--- src/hw/rtl/tree_q_learning_step_defines.svh ---
// Assertion macros shared by the tree Q-learning step block.
`ifndef TREE_Q_LEARNING_STEP_DEFINES_SVH
`define TREE_Q_LEARNING_STEP_DEFINES_SVH

// Same-cycle implication, sampled on clk_i and quiet while rst_ni is low.
`define TQLS_ASSERT_IMP(name, pre, post) \
  name: assert property (@(posedge clk_i) disable iff (!rst_ni) (pre) |-> (post)) \
    else $error("tqls: same-cycle check failed");

// Next-cycle implication, sampled on clk_i and quiet while rst_ni is low.
`define TQLS_ASSERT_NEXT(name, pre, post) \
  name: assert property (@(posedge clk_i) disable iff (!rst_ni) (pre) |=> (post)) \
    else $error("tqls: next-cycle check failed");

`endif

--- src/hw/rtl/tqls_pkg.sv ---
// Package of the tree Q-learning step block: widths, register indexes and reset values.
`default_nettype none
package tqls_pkg;

  // Default structural sizes.
  localparam int NODES_DEF      = 15;
  localparam int LEVELS_DEF     = 3;
  localparam int VALUE_BITS_DEF = 10;

  // Fixed widths of the ports.
  localparam int NODE_W     = 4;
  localparam int VAL_W      = 10;
  localparam int CHANCE_W   = 8;
  localparam int COEF_W     = 8;
  localparam int EPS_W      = 9;
  localparam int CFG_IDX_W  = 3;
  localparam int CFG_DATA_W = 10;

  // Operation codes of a request.
  typedef enum logic {
    OP_LOAD = 1'b0,
    OP_STEP = 1'b1
  } op_e;

  // Configuration register indexes.
  typedef enum logic [CFG_IDX_W-1:0] {
    CFG_ALPHA        = 3'd0,
    CFG_GAMMA        = 3'd1,
    CFG_EPSILON      = 3'd2,
    CFG_GOAL_NODE    = 3'd3,
    CFG_GOAL_REWARD  = 3'd4,
    CFG_BONUS_NODE   = 3'd5,
    CFG_BONUS_REWARD = 3'd6
  } cfg_reg_e;

  // Register values after reset.
  localparam logic [COEF_W-1:0] ALPHA_RST        = 8'd26;
  localparam logic [COEF_W-1:0] GAMMA_RST        = 8'd230;
  localparam logic [EPS_W-1:0]  EPSILON_RST      = 9'd77;
  localparam logic [NODE_W-1:0] GOAL_NODE_RST    = 4'd14;
  localparam logic [VAL_W-1:0]  GOAL_REWARD_RST  = 10'd1000;
  localparam logic [NODE_W-1:0] BONUS_NODE_RST   = 4'd11;
  localparam logic [VAL_W-1:0]  BONUS_REWARD_RST = 10'd500;

endpackage
`default_nettype wire

--- src/hw/rtl/tqls_qmem.sv ---
// Q-table memory: one write port and one registered read port, out-of-range reads give zero.
`default_nettype none
module tqls_qmem import tqls_pkg::*; #(
  parameter int NODES      = NODES_DEF,
  parameter int VALUE_BITS = VALUE_BITS_DEF,
  parameter int AW         = 4
) (
  input  wire logic                  clk_i,
  input  wire logic                  rst_ni,
  input  wire logic                  we_i,
  input  wire logic [AW-1:0]         waddr_i,
  input  wire logic [VALUE_BITS-1:0] wdata_i,
  input  wire logic [AW-1:0]         raddr_i,
  output logic      [VALUE_BITS-1:0] rdata_o
);

  localparam int MW = $clog2(NODES);

  logic [VALUE_BITS-1:0] mem_q [NODES];
  logic [VALUE_BITS-1:0] rdata_q;
  logic                  rok_q;
  logic                  wr_ok;
  logic                  rd_ok;

  assign wr_ok = 32'(waddr_i) < NODES;
  assign rd_ok = 32'(raddr_i) < NODES;

  always_ff @(posedge clk_i) begin
    if (we_i && wr_ok) begin
      mem_q[waddr_i[MW-1:0]] <= wdata_i;
    end
    if (rd_ok) begin
      rdata_q <= mem_q[raddr_i[MW-1:0]];
    end
  end

  always_ff @(posedge clk_i or negedge rst_ni) begin
    if (!rst_ni) begin
      rok_q <= 1'b0;
    end else begin
      rok_q <= rd_ok;
    end
  end

  assign rdata_o = rok_q ? rdata_q : '0;

endmodule
`default_nettype wire

--- src/hw/rtl/tqls_mul.sv ---
// Shared multiplier: an unsigned Q0.8 coefficient times a signed operand, product registered.
`default_nettype none
module tqls_mul import tqls_pkg::*; #(
  parameter int VALUE_BITS = VALUE_BITS_DEF
) (
  input  wire logic                           clk_i,
  input  wire logic                           en_i,
  input  wire logic        [COEF_W-1:0]       coef_i,
  input  wire logic signed [VALUE_BITS:0]     opnd_i,
  output logic      signed [VALUE_BITS+9:0]   prod_o
);

  localparam int PW = VALUE_BITS + 10;

  logic signed [PW-1:0] prod_c;
  logic signed [PW-1:0] prod_q;

  assign prod_c = PW'($signed({1'b0, coef_i})) * PW'(opnd_i);

  always_ff @(posedge clk_i) begin
    if (en_i) begin
      prod_q <= prod_c;
    end
  end

  assign prod_o = prod_q;

endmodule
`default_nettype wire

--- src/hw/rtl/tree_q_learning_step.sv ---
// Top level of the tree Q-learning step block: sequencer, registers and result stage.
//
//   channel   direction  handshake                       payload
//   request   in         start high while busy low       op_i entry_index_i entry_value_i
//                                                        chance_i coin_i
//   result    out        done_o high for one cycle       node_o new_value_o explored_o
//                                                        episode_done_o
//   config    in         cfg_valid_i and cfg_ready_o     cfg_index_i cfg_data_i
//
// A load shows its result in the cycle after it is taken and never raises busy.
// A step runs S_RDR, S_CHOOSE and S_WB for a leaf without reward, adds S_DELTA for a
// rewarded leaf and S_RDB, S_MAX, S_DELTA for an inner node, set by the one read port
// of the Q-table and one multiplier shared by the discount and learning-rate product.
// A new request is taken in the cycle its predecessor's result is shown.
// Reset clears the current node to the root and the registers to their defaults; the
// Q-table holds nothing defined until it is loaded. The receiver cannot stall results.
`default_nettype none
`include "tree_q_learning_step_defines.svh"
module tree_q_learning_step import tqls_pkg::*; #(
  parameter int NODES      = NODES_DEF,
  parameter int LEVELS     = LEVELS_DEF,
  parameter int VALUE_BITS = VALUE_BITS_DEF
) (
  input  wire logic                  clk_i,
  input  wire logic                  rst_ni,
  input  wire logic                  start,
  output logic                       busy,
  input  wire logic                  op_i,
  input  wire logic [NODE_W-1:0]     entry_index_i,
  input  wire logic [VAL_W-1:0]      entry_value_i,
  input  wire logic [CHANCE_W-1:0]   chance_i,
  input  wire logic                  coin_i,
  output logic                       done_o,
  output logic      [NODE_W-1:0]     node_o,
  output logic      [VAL_W-1:0]      new_value_o,
  output logic                       explored_o,
  output logic                       episode_done_o,
  input  wire logic                  cfg_valid_i,
  output logic                       cfg_ready_o,
  input  wire logic [CFG_IDX_W-1:0]  cfg_index_i,
  input  wire logic [CFG_DATA_W-1:0] cfg_data_i
);

  localparam int VB    = VALUE_BITS;
  localparam int INNER = (1 << LEVELS) - 1;
  localparam int CH_W  = LEVELS + 1;
  localparam int IDX_W = LEVELS + 2;
  localparam int MW    = $clog2(NODES);
  localparam int AW0   = (IDX_W > NODE_W) ? IDX_W : NODE_W;
  localparam int AW    = (AW0 > MW) ? AW0 : MW;
  localparam int PW    = VB + 10;
  localparam int SW    = VB + 3;
  localparam logic [VB-1:0] VMAX = '1;

  typedef enum logic [6:0] {
    S_IDLE   = 7'b0000001,
    S_RDR    = 7'b0000010,
    S_CHOOSE = 7'b0000100,
    S_RDB    = 7'b0001000,
    S_MAX    = 7'b0010000,
    S_DELTA  = 7'b0100000,
    S_WB     = 7'b1000000
  } state_e;

  function automatic logic [VB-1:0] sat_in(input logic [VAL_W-1:0] v);
    logic [VB-1:0] r;
    if (32'(v) > 32'(VMAX)) begin
      r = VMAX;
    end else begin
      r = VB'(v);
    end
    return r;
  endfunction

  state_e state_q, state_d;

  // Configuration registers.
  logic [COEF_W-1:0] alpha_q, gamma_q;
  logic [EPS_W-1:0]  eps_q;
  logic [NODE_W-1:0] goal_node_q, bonus_node_q;
  logic [VAL_W-1:0]  goal_rew_q, bonus_rew_q;

  // Walk state and working registers.
  logic [LEVELS-1:0] cur_q;
  logic              explore_q, coin_q, leaf_q, keep_q;
  logic [CH_W-1:0]   chosen_q;
  logic [VB-1:0]     a_q, q_q, tgt_q;

  // Result stage.
  logic              done_q, explored_q, episode_q;
  logic [NODE_W-1:0] node_q;
  logic [VAL_W-1:0]  value_q;

  logic                  accept;
  logic [CH_W-1:0]       left_c, right_c, chosen_c;
  logic                  right_pick_c, leaf_c, goal_hit_c, bonus_hit_c;
  logic [VB-1:0]         rdata, qc_c, qmax_c, tgt_c, load_val_c, nv_c;
  logic [AW-1:0]         raddr, waddr;
  logic [VB-1:0]         wdata;
  logic                  we;
  logic                  mul_en;
  logic [COEF_W-1:0]     mul_coef;
  logic signed [VB:0]    mul_opnd, delta_c;
  logic signed [PW-1:0]  prod;
  logic signed [VB+1:0]  step_c;
  logic signed [SW-1:0]  sum_c;
  logic                  chosen_ok_c, load_ok_c;

  assign accept      = start && !busy;
  assign busy        = (state_q != S_IDLE);
  assign cfg_ready_o = 1'b1;

  assign left_c  = {cur_q, 1'b1};
  assign right_c = left_c + CH_W'(1);

  // Greedy choice keeps the left child only when it is strictly better.
  assign right_pick_c = explore_q ? coin_q : !(a_q > rdata);
  assign chosen_c     = right_pick_c ? right_c : left_c;
  assign qc_c         = right_pick_c ? rdata : a_q;
  assign leaf_c       = 32'(chosen_c) >= INNER;
  assign goal_hit_c   = 32'(chosen_c) == 32'(goal_node_q);
  assign bonus_hit_c  = 32'(chosen_c) == 32'(bonus_node_q);

  assign qmax_c  = (a_q > rdata) ? a_q : rdata;
  assign tgt_c   = leaf_q ? tgt_q : prod[VB+7:8];
  assign delta_c = $signed({1'b0, tgt_c}) - $signed({1'b0, q_q});

  // Arithmetic shift of the product floors toward minus infinity.
  assign step_c = prod[PW-1:8];
  assign sum_c  = $signed({3'b000, q_q}) + SW'(step_c);

  always_comb begin
    if (keep_q) begin
      nv_c = q_q;
    end else if (sum_c < 0) begin
      nv_c = '0;
    end else if (sum_c > $signed({3'b000, VMAX})) begin
      nv_c = VMAX;
    end else begin
      nv_c = VB'(sum_c);
    end
  end

  assign load_val_c  = sat_in(entry_value_i);
  assign load_ok_c   = 32'(entry_index_i) < NODES;
  assign chosen_ok_c = 32'(chosen_q) < NODES;

  always_comb begin
    raddr = '0;
    unique case (state_q)
      S_IDLE:   raddr = AW'(left_c);
      S_RDR:    raddr = AW'(right_c);
      S_CHOOSE: raddr = AW'({chosen_c, 1'b1});
      S_RDB:    raddr = AW'({chosen_q, 1'b1}) + AW'(1);
      default:  raddr = '0;
    endcase
  end

  assign we    = (accept && (op_i == OP_LOAD)) || (state_q == S_WB);
  assign waddr = (state_q == S_WB) ? AW'(chosen_q) : AW'(entry_index_i);
  assign wdata = (state_q == S_WB) ? nv_c : load_val_c;

  assign mul_en   = (state_q == S_MAX) || (state_q == S_DELTA);
  assign mul_coef = (state_q == S_MAX) ? gamma_q : alpha_q;
  assign mul_opnd = (state_q == S_MAX) ? $signed({1'b0, qmax_c}) : delta_c;

  tqls_qmem #(
    .NODES      (NODES),
    .VALUE_BITS (VALUE_BITS),
    .AW         (AW)
  ) u_qmem (
    .clk_i   (clk_i),
    .rst_ni  (rst_ni),
    .we_i    (we),
    .waddr_i (waddr),
    .wdata_i (wdata),
    .raddr_i (raddr),
    .rdata_o (rdata)
  );

  tqls_mul #(
    .VALUE_BITS (VALUE_BITS)
  ) u_mul (
    .clk_i  (clk_i),
    .en_i   (mul_en),
    .coef_i (mul_coef),
    .opnd_i (mul_opnd),
    .prod_o (prod)
  );

  always_comb begin
    state_d = state_q;
    unique case (state_q)
      S_IDLE: begin
        if (accept && (op_i == OP_STEP)) begin
          state_d = S_RDR;
        end
      end
      S_RDR: state_d = S_CHOOSE;
      S_CHOOSE: begin
        if (!leaf_c) begin
          state_d = S_RDB;
        end else if (goal_hit_c || bonus_hit_c) begin
          state_d = S_DELTA;
        end else begin
          state_d = S_WB;
        end
      end
      S_RDB:   state_d = S_MAX;
      S_MAX:   state_d = S_DELTA;
      S_DELTA: state_d = S_WB;
      S_WB:    state_d = S_IDLE;
      default: state_d = S_IDLE;
    endcase
  end

  always_ff @(posedge clk_i or negedge rst_ni) begin
    if (!rst_ni) begin
      state_q      <= S_IDLE;
      cur_q        <= '0;
      done_q       <= 1'b0;
      alpha_q      <= ALPHA_RST;
      gamma_q      <= GAMMA_RST;
      eps_q        <= EPSILON_RST;
      goal_node_q  <= GOAL_NODE_RST;
      goal_rew_q   <= GOAL_REWARD_RST;
      bonus_node_q <= BONUS_NODE_RST;
      bonus_rew_q  <= BONUS_REWARD_RST;
    end else begin
      state_q <= state_d;
      done_q  <= (accept && (op_i == OP_LOAD)) || (state_q == S_WB);
      if ((state_q == S_WB) && leaf_q) begin
        cur_q <= '0;
      end else if (state_q == S_WB) begin
        cur_q <= chosen_q[LEVELS-1:0];
      end
      if (cfg_valid_i && cfg_ready_o) begin
        unique case (cfg_index_i)
          CFG_ALPHA:        alpha_q      <= cfg_data_i[COEF_W-1:0];
          CFG_GAMMA:        gamma_q      <= cfg_data_i[COEF_W-1:0];
          CFG_EPSILON:      eps_q        <= cfg_data_i[EPS_W-1:0];
          CFG_GOAL_NODE:    goal_node_q  <= cfg_data_i[NODE_W-1:0];
          CFG_GOAL_REWARD:  goal_rew_q   <= cfg_data_i;
          CFG_BONUS_NODE:   bonus_node_q <= cfg_data_i[NODE_W-1:0];
          CFG_BONUS_REWARD: bonus_rew_q  <= cfg_data_i;
          default: ;
        endcase
      end
    end
  end

  // Working registers carry payload only and need no reset.
  always_ff @(posedge clk_i) begin
    if (accept) begin
      explore_q <= {1'b0, chance_i} < eps_q;
      coin_q    <= coin_i;
    end
    if (state_q == S_RDR || state_q == S_RDB) begin
      a_q <= rdata;
    end
    if (state_q == S_CHOOSE) begin
      chosen_q <= chosen_c;
      q_q      <= qc_c;
      leaf_q   <= leaf_c;
      keep_q   <= leaf_c && !goal_hit_c && !bonus_hit_c;
      tgt_q    <= goal_hit_c ? sat_in(goal_rew_q) : sat_in(bonus_rew_q);
    end
    if (accept && (op_i == OP_LOAD)) begin
      node_q     <= entry_index_i;
      value_q    <= load_ok_c ? VAL_W'(load_val_c) : '0;
      explored_q <= 1'b0;
      episode_q  <= 1'b0;
    end else if (state_q == S_WB) begin
      node_q     <= NODE_W'(chosen_q);
      value_q    <= chosen_ok_c ? VAL_W'(nv_c) : '0;
      explored_q <= explore_q;
      episode_q  <= leaf_q;
    end
  end

  assign done_o         = done_q;
  assign node_o         = node_q;
  assign new_value_o    = value_q;
  assign explored_o     = explored_q;
  assign episode_done_o = episode_q;

  // The walk never rests on a leaf.
  `TQLS_ASSERT_IMP(a_cur_inner, 1'b1, 32'(cur_q) < INNER)
  // A step request always makes the block busy in the next cycle.
  `TQLS_ASSERT_NEXT(a_step_busy, accept && (op_i == OP_STEP), busy)
  // Write-back is always followed by a result.
  `TQLS_ASSERT_NEXT(a_wb_done, state_q == S_WB, done_o)
  // A finished episode leaves the walk at the root.
  `TQLS_ASSERT_IMP(a_done_root, done_o && episode_done_o, cur_q == '0)

endmodule
`default_nettype wire

--- config.mk ---
export PLATFORM = sky130hd
export DESIGN_NAME = tree_q_learning_step
export DESIGN_NICKNAME = d
export VERILOG_FILES = /design/src/hw/rtl/tqls_pkg.sv /design/src/hw/rtl/tqls_qmem.sv /design/src/hw/rtl/tqls_mul.sv /design/src/hw/rtl/tree_q_learning_step.sv
export VERILOG_INCLUDE_DIRS = /design/src /design/src/hw/rtl
export SDC_FILE = /design/constraint.sdc
export NUM_CORES = 1
export LEC_CHECK = 0
export ABC_AREA = 1
export BUFFER_PORTS_ARGS = -buffer_cell sky130_fd_sc_hd__buf_4
export CAP_MARGIN = 20
export CORE_ASPECT_RATIO = 0.5
export CORE_MARGIN = 2
export CORE_UTILIZATION = 60
export DETAILED_ROUTE_END_ITERATION = 16
export GPL_TIMING_DRIVEN = 0
export HOLD_SLACK_MARGIN = 0.03
export PLACE_DENSITY_LB_ADDON = 0.08
export SYNTH_ARGS = -nofsm -noshare
export SYNTH_HDL_FRONTEND = slang
export SYNTH_SLANG_ARGS = --single-unit
export TNS_END_PERCENT = 50
--- constraint.sdc ---
create_clock -name clk_i -period 7 [get_ports clk_i]
set_clock_uncertainty 0.1 [all_clocks]
set_input_delay 0.7 -clock clk_i [delete_from_list [all_inputs] [get_ports clk_i]]
set_output_delay 0.7 -clock clk_i [all_outputs]
set_load 0.05 [all_outputs]
==> results summary <==
The count of cells in the finished layout, fillers not included, comes to between 2,000 and 2,500. In the final layout, the share of cells above drive strength 1 is about an eighth. The clock tree from TritonCTS is built.

The leakage power total came out at roughly 8.6 nW. The H-tree depth reported by CTS is 1. The sum of routed wire length over all layers is 41.0 mm. The count of endpoints failing setup in the final report came out at 0. The share of synthesized area occupied by flip-flops and latches came out at around half. The switching power of the nets came out at 4.05 mW. The synthesized area per cell came out at 9.32 um2. The largest vdd supply drop is about 0.40 mV. The arrival time of data at the critical path endpoint came out at between 6 and 7 ns. The number of cells on the worst reg-to-reg path is 33. In this run the cell area measured after placement is 18,000 um2. In this run the clock root is driven by a clkbuf_16. Summing all non-filler instances in the final layout gives an area of 19,100 um2. The number of global-route vias before repair came out at 12,400. The most used flip-flop cell after synthesis is edfxtp_1.

The endpoint identified for the worst register-to-register timing path is u_mul.prod_o[19]. The startpoint type of the worst setup path is a register. The required time reported for the critical path endpoint came out at a little over 7 ns. The number of top-level pins came out at 60. The number of antenna-violating nets in the routed design is 0.

The slew at the pin with the worst max-slew slack is 1.04 ns. The switching share of total power is 45.3%. The areal power density over the cells came out at 467 nW/um2.

The number of nets produced by synthesis came out at between 2,000 and 2,500. The number of clock sinks seen by CTS is 291. Across the run, the number of max-cap violations was 0.

By instance count, the cell type seen most on the critical path is nand2_1. Detailed placement finished with a half-perimeter wire length of just over 30 mm. The post-synthesis sequential element count came out at 291.

The iteration-0 DRC count of the detailed router is roughly 1,200. The detailed-route vias per instance is 5.50. For this run, the number of Yosys warnings is 0. The number of cells produced by synthesis came out at ~1,800. The clock period minus final worst setup slack is 6.62 ns. The largest net degree at the start of global routing is 66.

The setup TNS after final layout came out at 0 ns. The library cell used most frequently in the layout, excluding fill and tap cells, is nand2_1. Along the worst path, the maximum fanout reaches 6. The largest individual stage delay along the critical path comes from the cell fa_1. The netlist area before placement came out at 17,100 um2.

The DRC violations left came out at 0. STA classifies the critical path endpoint as a register. In the layout the commonest cells are nand2_1, inv_1, edfxtp_1. The largest stage delay on the critical path is 0.52 ns.

The global-route wire length before repair is between 60 and 70 mm. The width of the die came out at 243 um. 0 antenna diodes ended up in the layout. The die area came out at 29,900 um2.

The worst reg2reg path startpoint is leaf_q. The maximum clock frequency is 151 MHz. The post-synthesis async set-or-reset flop share came out at 22.3%. In this run the worst hold path is classified as in2async. The internal portion of the total power is 4.88 mW. The tightest slew margin relative to the limit is 30.5%. The clock share of power is 15.6%. Port buffering added 58 buffers. Routability-driven placement finished with a final weighted congestion of 1.01. The overall global routing resource usage came out at about 28%.

The max-slew violation count was 0. The post-route core utilization is about two thirds. The routed layout has between 10,000 and 15,000 vias. The worst-case clock buffer depth came out at 3. The y dimension of the die came out at 123 um.

The hold violation count in the final report came out at 0. The run finished with clean final reports. The share of the clock period used by the worst path after layout is 94.6%. The core area is approximately 28,000 um2.

The number of cell rows came out at 43. Tracing the worst setup path back leads to its startpoint at leaf_q. The first-pass iteration count of the detailed router is 5. The number of synthesized flops with an enable pin is around 220. The kind of critical path is reg2reg. The setup check on the worst reg-to-reg path leaves a slack of about 0.38 ns. From synthesis to final layout, the design area changed by 11.9%.

The clock transition time at the flip-flop clock pins of the worst setup and hold paths is about 0.06 ns. The clock latency on the worst-skew pair is 0.56 ns. Yosys mapped the design onto 55 distinct sky130hd cell types. The average wire per standard cell came out at 17.6 um.

The leftover overflow at the end of global routing is 0. The number of clock buffers inserted by TritonCTS came out at 26. The final net count came out at between 2,000 and 2,500. The number of antenna violations at the first check in global routing came to 0.

The count of placed standard cells including taps came out at 2,278. The initial core utilization came out at 61.3%. The proportion of power drawn by combinational gates came out at around three fifths.

Per report_power, the sequential group accounts for 25.7% of the total. Following the worst setup path forward leads to its endpoint at u_mul.prod_o[19].
==> worst max-delay path, delay by kind of cell (launching register included) <==
kind	cells	cell delay (ns)
fa+ha+maj	7	2.98
simple gates	12	1.07
flops	1	0.44
mux	1	0.17
compound gates	6	0.85
buf+inv	7	0.75
==> routing by layer <==
| metal | global-route usage, % | vias up | routed length, um |
|---|---|---|---|
| met3 | 3.95 | 74 | 2500 |
| met4 | 7.82 | 0 | 1170 |
| met2 | 46.0 | 387 | 18600 |
| met1 | 40.1 | 6186 | 18700 |
| li1 | - | 6182 | - |
| met5 | 0 | - | 0 |
==> cell usage after synthesis, types with 9 or more instances <==
cell / count / area [um2]
nand2_1: 548 / 2060
inv_1: 240 / 901
edfxtp_1: 224 / 6730
nand3_1: 162 / 811
nor2_1: 108 / 405
o21ai_0: 93 / 465
ha_1: 76 / 951
fa_1: 73 / 1460
a21oi_1: 34 / 170
dfrtp_1: 34 / 851
dfstp_2: 31 / 815
clkbuf_1: 22 / 82.6
o211ai_1: 19 / 143
buf_2: 18 / 90.1
xor2_1: 18 / 158
and2_1: 10 / 62.6
inv_2: 9 / 33.8
mux2_2: 9 / 101
==> registers in the layout, indices dropped and copies added (netlist names), 7 cells and up <==
name,cells
u_qmem.mem_q,150
u_mul.prod_o,12
a_q,10
bonus_rew_q,10
goal_rew_q,10
new_value_o,10
q_q,10
tgt_q,10
u_qmem.rdata_q,10
eps_q,9
alpha_q,8
gamma_q,8
state_q,7
==> what timing repair did <==
item	CTS	global route
setup endpoints to repair	9	7
pin swaps	0	13
buffers inserted	3	5
resized for setup	1	51
hold buffers	0	0
==> power by group through the flow <==
stage / Sequential, mW / Combinational (mW) / Clock [mW]
2_1_floorplan: 2.36 / 3.46 / 0
3_3_place_gp: 2.33 / 4.54 / 0
3_5_place_dp: 2.33 / 4.63 / 0
4_1_cts: 2.30 / 4.72 / 1.41
5_1_grt: 2.31 / 5.96 / 1.48
6_report: 2.30 / 5.23 / 1.39
==> layout make-up <==
| type | instances | area [um2] |
|---|---|---|
| repair buffers | 70 | 538 |
| clock inverters | 11 | 95.1 |
| well taps | 382 | 478 |
| clock buffers | 35 | 726 |
| fillers | 2183 | 8740 |
| flip-flops and latches | 291 | 8430 |
| inverters | 254 | 956 |
| plain buffers | 49 | 240 |
| multi-input cells | 1239 | 7660 |
==> worst min path at each step <==
stage / start / cells past startpoint / slack, ns / to
after global placement: eps_q[8] / 2 / 0.37 / eps_q[8]
after floorplan: rst_ni / 0 / 0.30 / alpha_q[0]
after CTS: rst_ni / 1 / 0.16 / u_qmem.rok_q
after detailed placement: bonus_rew_q[1] / 2 / 0.37 / bonus_rew_q[1]
after global routing: rst_ni / 1 / 0.22 / done_o
final: rst_ni / 1 / 0.15 / u_qmem.rok_q
==> per-stage QoR <==
step / power [mW] / hold slack [ns] / worst slack, ns
6_report: 8.93 / 0.151 / 0.381
5_1_grt: 9.76 / 0.219 / -0.0469
4_1_cts: 8.43 / 0.164 / 0.169
3_5_place_dp: 6.97 / 0.374 / -0.618
3_3_place_gp: 6.87 / 0.366 / -0.482
2_1_floorplan: 5.82 / 0.304 / 0.503
==> cell families (layout without fill, tap and decap cells) <==
kind of cell	after synthesis	in the layout	synth area share, %
flops	291	291	49.3
compound gates	186	186	6.37
other cells	1	1	0.0219
buf+inv	304	419	7.01
xor+xnor	26	26	1.33
fa+ha+maj	149	149	14.1
simple gates	867	867	21.2
mux	10	10	0.652
No activity file was read; power rests on OpenSTA's default activity.
